===== config.mk =====
export PLATFORM = sky130hd
export DESIGN_NAME = bra_ram
export DESIGN_NICKNAME = d
export VERILOG_FILES = /design/src/rtl/core/bra_ram.sv
export SDC_FILE = /design/constraint.sdc
export NUM_CORES = 1
export LEC_CHECK = 0
export ABC_AREA = 1
export BUFFER_PORTS_ARGS = -buffer_cell sky130_fd_sc_hd__buf_2
export CORE_AREA = 3 3 107 109
export DETAILED_ROUTE_END_ITERATION = 10
export DIE_AREA = 0 0 110 112
export HOLD_SLACK_MARGIN = 0.02
export PLACE_DENSITY_LB_ADDON = 0.08
export SLEW_MARGIN = 10
export SYNTH_ARGS = -nofsm -noshare
export SYNTH_HDL_FRONTEND = slang
export SYNTH_SLANG_ARGS = --single-unit

===== constraint.sdc =====
create_clock -name clock -period 1.3 [get_ports clock]
set_input_delay 0.26 -clock clock [delete_from_list [all_inputs] [get_ports clock]]
set_output_delay 0.26 -clock clock [all_outputs]
set_load 0.01 [all_outputs]

===== src/rtl/core/bra_ram.sv =====
// ----------------------------------------------------------------------------
// bra_ram
// Generic simple dual-port RAM, one write port, one registered read port.
// ----------------------------------------------------------------------------
module bra_ram #(
   parameter int WIDTH = 8,
   parameter int DEPTH = 16,
   parameter int AW    = 4
) (
   input  logic             clock,
   input  logic             we,
   input  logic [AW-1:0]    waddr,
   input  logic [WIDTH-1:0] wdata,
   input  logic [AW-1:0]    raddr,
   output logic [WIDTH-1:0] rdata
);

   logic [WIDTH-1:0] mem [DEPTH];
   logic [WIDTH-1:0] rdata_ff;

   always_ff @(posedge clock) begin
      if (we) begin
         mem[waddr] <= wdata;
      end
      rdata_ff <= mem[raddr];
   end

   assign rdata = rdata_ff;

endmodule


* Word-level counts from Yosys, hierarchy flattened
Memory sizes are Yosys's and may differ from the RTL's. A register that Yosys moved wholly into a read port is not among the register bits. Index checks and enable logic that the tools add are counted.
Cells by class: reduce and logical (&&, ||, !) cells 0, equal/unequal tests 0, shifts and indexed selects 0, multipliers 0, multiplexer cells 2, div/mod/pow operators 0, magnitude comparators 0, bitwise logic cells 0, add/subtract/negate cells 0
Operators by type and width (number):
- 1-bit two-way mux | 2
Word-level totals: bits in read-only memories 0, output and inout bits 8, memories kept 1, memory bits (writable) 128, input bits 18, latch bits 0, register bits after elaboration 0
Memory list:
- mem | words 16, width 8, rd ports 1, clocked after memory_dff 1, write ports 1, line 18 | logic [WIDTH-1:0] mem [DEPTH];

* Longest topological paths before layout
word-level depth 2, mapped depth 8, gate-level depth less buffers 7

* Least setup slack after synthesis
Ideal clock, no wire load.
path kind input port to flip-flop, from in waddr[3], to mem mem[4][0], enable pin, arrival 0.841 ns, setup slack 0.089 ns, stages on the path 2, cell sequence nand3b_1 > nor2_1
RTL lines:
- from (decl) | line 12 | input logic [AW-1:0] waddr,
- to (decl) | line 18
Straight into the memory's write port.

* Worst setup path after layout
from reg rdata_ff[3], in the netlist rdata[3], read port of mem, to out rdata[3]
RTL lines:
- from (decl) | line 19 | logic [WIDTH-1:0] rdata_ff;
- to (decl) | line 15 | output logic [WIDTH-1:0] rdata
No word-level cell between the ends.

==> results summary <==
The floorplan die area is 0.0123 sq mm. The placed wire-length estimate after detailed placement came out at between 8000 and 9000 um. The placed instance area is slightly above 0.006 sq mm. Before CTS, the worst setup slack after placement is -14.5 ps. Along the worst path, the maximum fanout reaches 1. The mapped netlist covers between 0.005 and 0.006 sq mm. The number of port buffers is 25. The critical path required time is between 1000 and 1500 ps. The number of standard cells after synthesis came out at roughly 550. The total wire length after detailed routing came out at about 13000 um. The analysis attributes to cell leakage a power of about 3.0 nW. The worst hold path begins at raddr[3]. The final routed wire length divided by cell count came out at ~18 um. The buffer depth of the longest clock path came out at 2.

The count of endpoints failing hold in the final timing report is 0. In this run the clock root is driven by a clkbuf_8. The actual slew at the worst max-slew pin is around 380 ps. The signal arrival time at the worst endpoint came out at between 900 and 1000 ps.

After the flow finishes, the layout carries non-filler instances totaling approximately 760. The max capacitance violation total is 0. The clock insertion delay at the later pin of the skew report came out at approximately 520 ps. The number of top-level design ports is 26.

The critical path launch point is rdata[3]$_DFF_P_. The final worst-path setup slack came out at 64.2 ps. Power spread over the standard cell area amounts to about 1500 mW/mm^2. The via count of the routed design is about 3.8k.

The setup-violating endpoint count in the final report came out at 0. The number of nets at the end of the flow is 620. The maximum VDD drop came out at between 0.0008 and 0.0009 V.

The worst pin sits at a relative slew slack of 0.747. The final worst hold slack came out at 114 ps. The number of synthesized register bits came out at between 100 and 150. The core occupancy in the finished layout came out at 0.631. In this design, the stage delay of the slowest critical-path cell is ~330 ps. The detailed router's first-iteration violation count is about 370. In this run, placement finished with an instance count of 723. The antenna violation net count after detailed routing came out at 0. The critical path is of the reg -> out type. The mean instance size in the synthesized netlist is 10.5 sq um. The number of hold buffers added after CTS was 0. Relative to the synthesized area, the layout overhead comes to 17.0%. The die is 110 um wide. The highest clock rate came out at 0.809 GHz. In the layout the commonest cells are 173 x nand2_1, 128 x edfxtp_1, 100 x inv_1. Synthesis produced a netlist with a net count of approximately 570. The clock skew after layout came out at between 8 and 9 ps. The sum of buffers and inverters on the critical path came out at 1.

The effective utilization at floorplan is 0.539. The antenna diode instance count is 0. The initial antenna violation count is 0.

The minimum period implied by the final worst setup slack is ~1200 ps. The total core area came out at between 0.01 and 0.015 sq mm. The worst-path cell with the longest stage delay is dfxtp_1. The floorplan die height is approximately 110 um. The flow ran to the end, and the final reports show no timing, DRC or antenna violations. Dividing the detail-routed via count by the number of cells gives around 5.1.

The capturing element type of the critical path is an output pin. The met1 demand-to-capacity share in global routing came out at 0.334. The pin count of the biggest net entering global routing came out at 37. The Yosys step of the flow raised 0 warnings. Walking the worst path, the cells encountered are buf_2. In the global route stage, met3 resource usage came out at 0.0626.

The count of final max-slew check failures is 0. The top cell family by delay on the critical path is flip-flops. Clock-pin slew was measured on the worst setup and hold paths at ~60 ps. The via count of the first global-routing pass is 3806. Setup repair after global routing left no endpoint under its margin.

The met2 usage in global routing came out at 0.347. The number of buffers inserted during clock tree synthesis is 17. After routing the design area is 0.00675 sq mm. The number of DRC violations after detailed routing is 0.

Dividing the final minimum period by the clock period gives 0.951. The path class of the tightest hold or removal check is in -> reg. The synthesized netlist contains 12 unique library cells. The setup check on the worst reg-to-reg path leaves a slack of between 300 and 400 ps. In this run the critical register-to-register path is launched from mem[7][0]$_DFFE_PP_. The layer flagged by global routing as most heavily used is met2. The clock drives about 140 sinks.

The routability congestion estimate from global placement came out at approximately 0.8. In this run the core area contains 38 standard-cell rows. The sum of overflow across all layers after global routing came out at 0.

The critical path launch point type is a flop. Leaving out fill and tap cells, the most frequent cell in the layout is nand2_1. The H-tree was split into 4 levels. TritonCTS built the clock tree.

The count of TritonRoute iterations in the first routing pass came out at 5. The first-pass GRT wire length is 20600 um. The register area share after synthesis came out at 0.694. The overall routing resource usage came out at 0.233. The fraction of final layout cells with drive strength greater than 1 came out at 0.135.
-- final timing paths --
path	to	depth (start not counted)
worst max register to register	rdata[0]$_DFF_P_	6
worst min-delay path	rdata[4]$_DFF_P_	3
worst min register to register	rdata[5]$_DFF_P_	6
worst max-delay path	rdata[3]	1
-- Yosys cell counts --
cell / count / area (sq um)
nand2_1: 173 / 649
edfxtp_1: 128 / 3840
inv_1: 100 / 375
nand3_1: 97 / 485
nor2_1: 17 / 63.8
buf_2: 13 / 65.1
dfxtp_1: 8 / 160
buf_6: 6 / 67.6
buf_4: 4 / 30.0
inv_2: 2 / 7.51
nand3b_1: 2 / 15.0
buf_1: 1 / 3.75
-- registers in the layout, summed over array words and instances (netlist names) --
register and flops:
mem 128, rdata 8
-- layer usage --
metal	vias to the layer above	part of all wire	routed length, um
met1	1813	0.45	5950
met2	139	0.47	6160
met5	-	0	0
met3	15	0.072	958
met4	0	0.012	159
li1	1878	-	-
-- cells by family (layout without fill, tap and decap cells) --
kind of cell           count (synthesis)  count (layout)  share of synthesized area
AND/OR/NAND/NOR                      289             289                      0.210
flip-flops                           136             136                      0.694
buffers and inverters                126             190                     0.0952
-- area by class of cell --
cell class	instances	area, sq um
well taps	140	175
flip-flops and latches	136	4010
clock buffers	29	499
fillers	877	3950
clock inverters	3	65.1
repair buffers	56	408
inverters	102	383
multi-input cells	289	1210
-- what timing repair did --
| item | 4_1_cts | 5_1_grt |
|---|---|---|
| resized for setup | 0 | 1 |
| buffers inserted | 0 | 0 |
| hold endpoints to repair | 0 | 0 |
| endpoints found under the setup margin | 0 | 1 |
-- report_power, final --
group / switching (mW) / internal, mW
logic: 0.434 / 0.205
clock network: 1.61 / 2.93
registers: 0.0289 / 4.90
-- stage by stage --
stage,total power [mW],setup TNS (ps)
4_1_cts,10.2,0
2_1_floorplan,5.38,0
3_3_place_gp,5.66,-9.83
6_report,10.1,0
3_5_place_dp,5.66,-29.8
5_1_grt,10.5,0
Power figures use the tool's default switching activity.
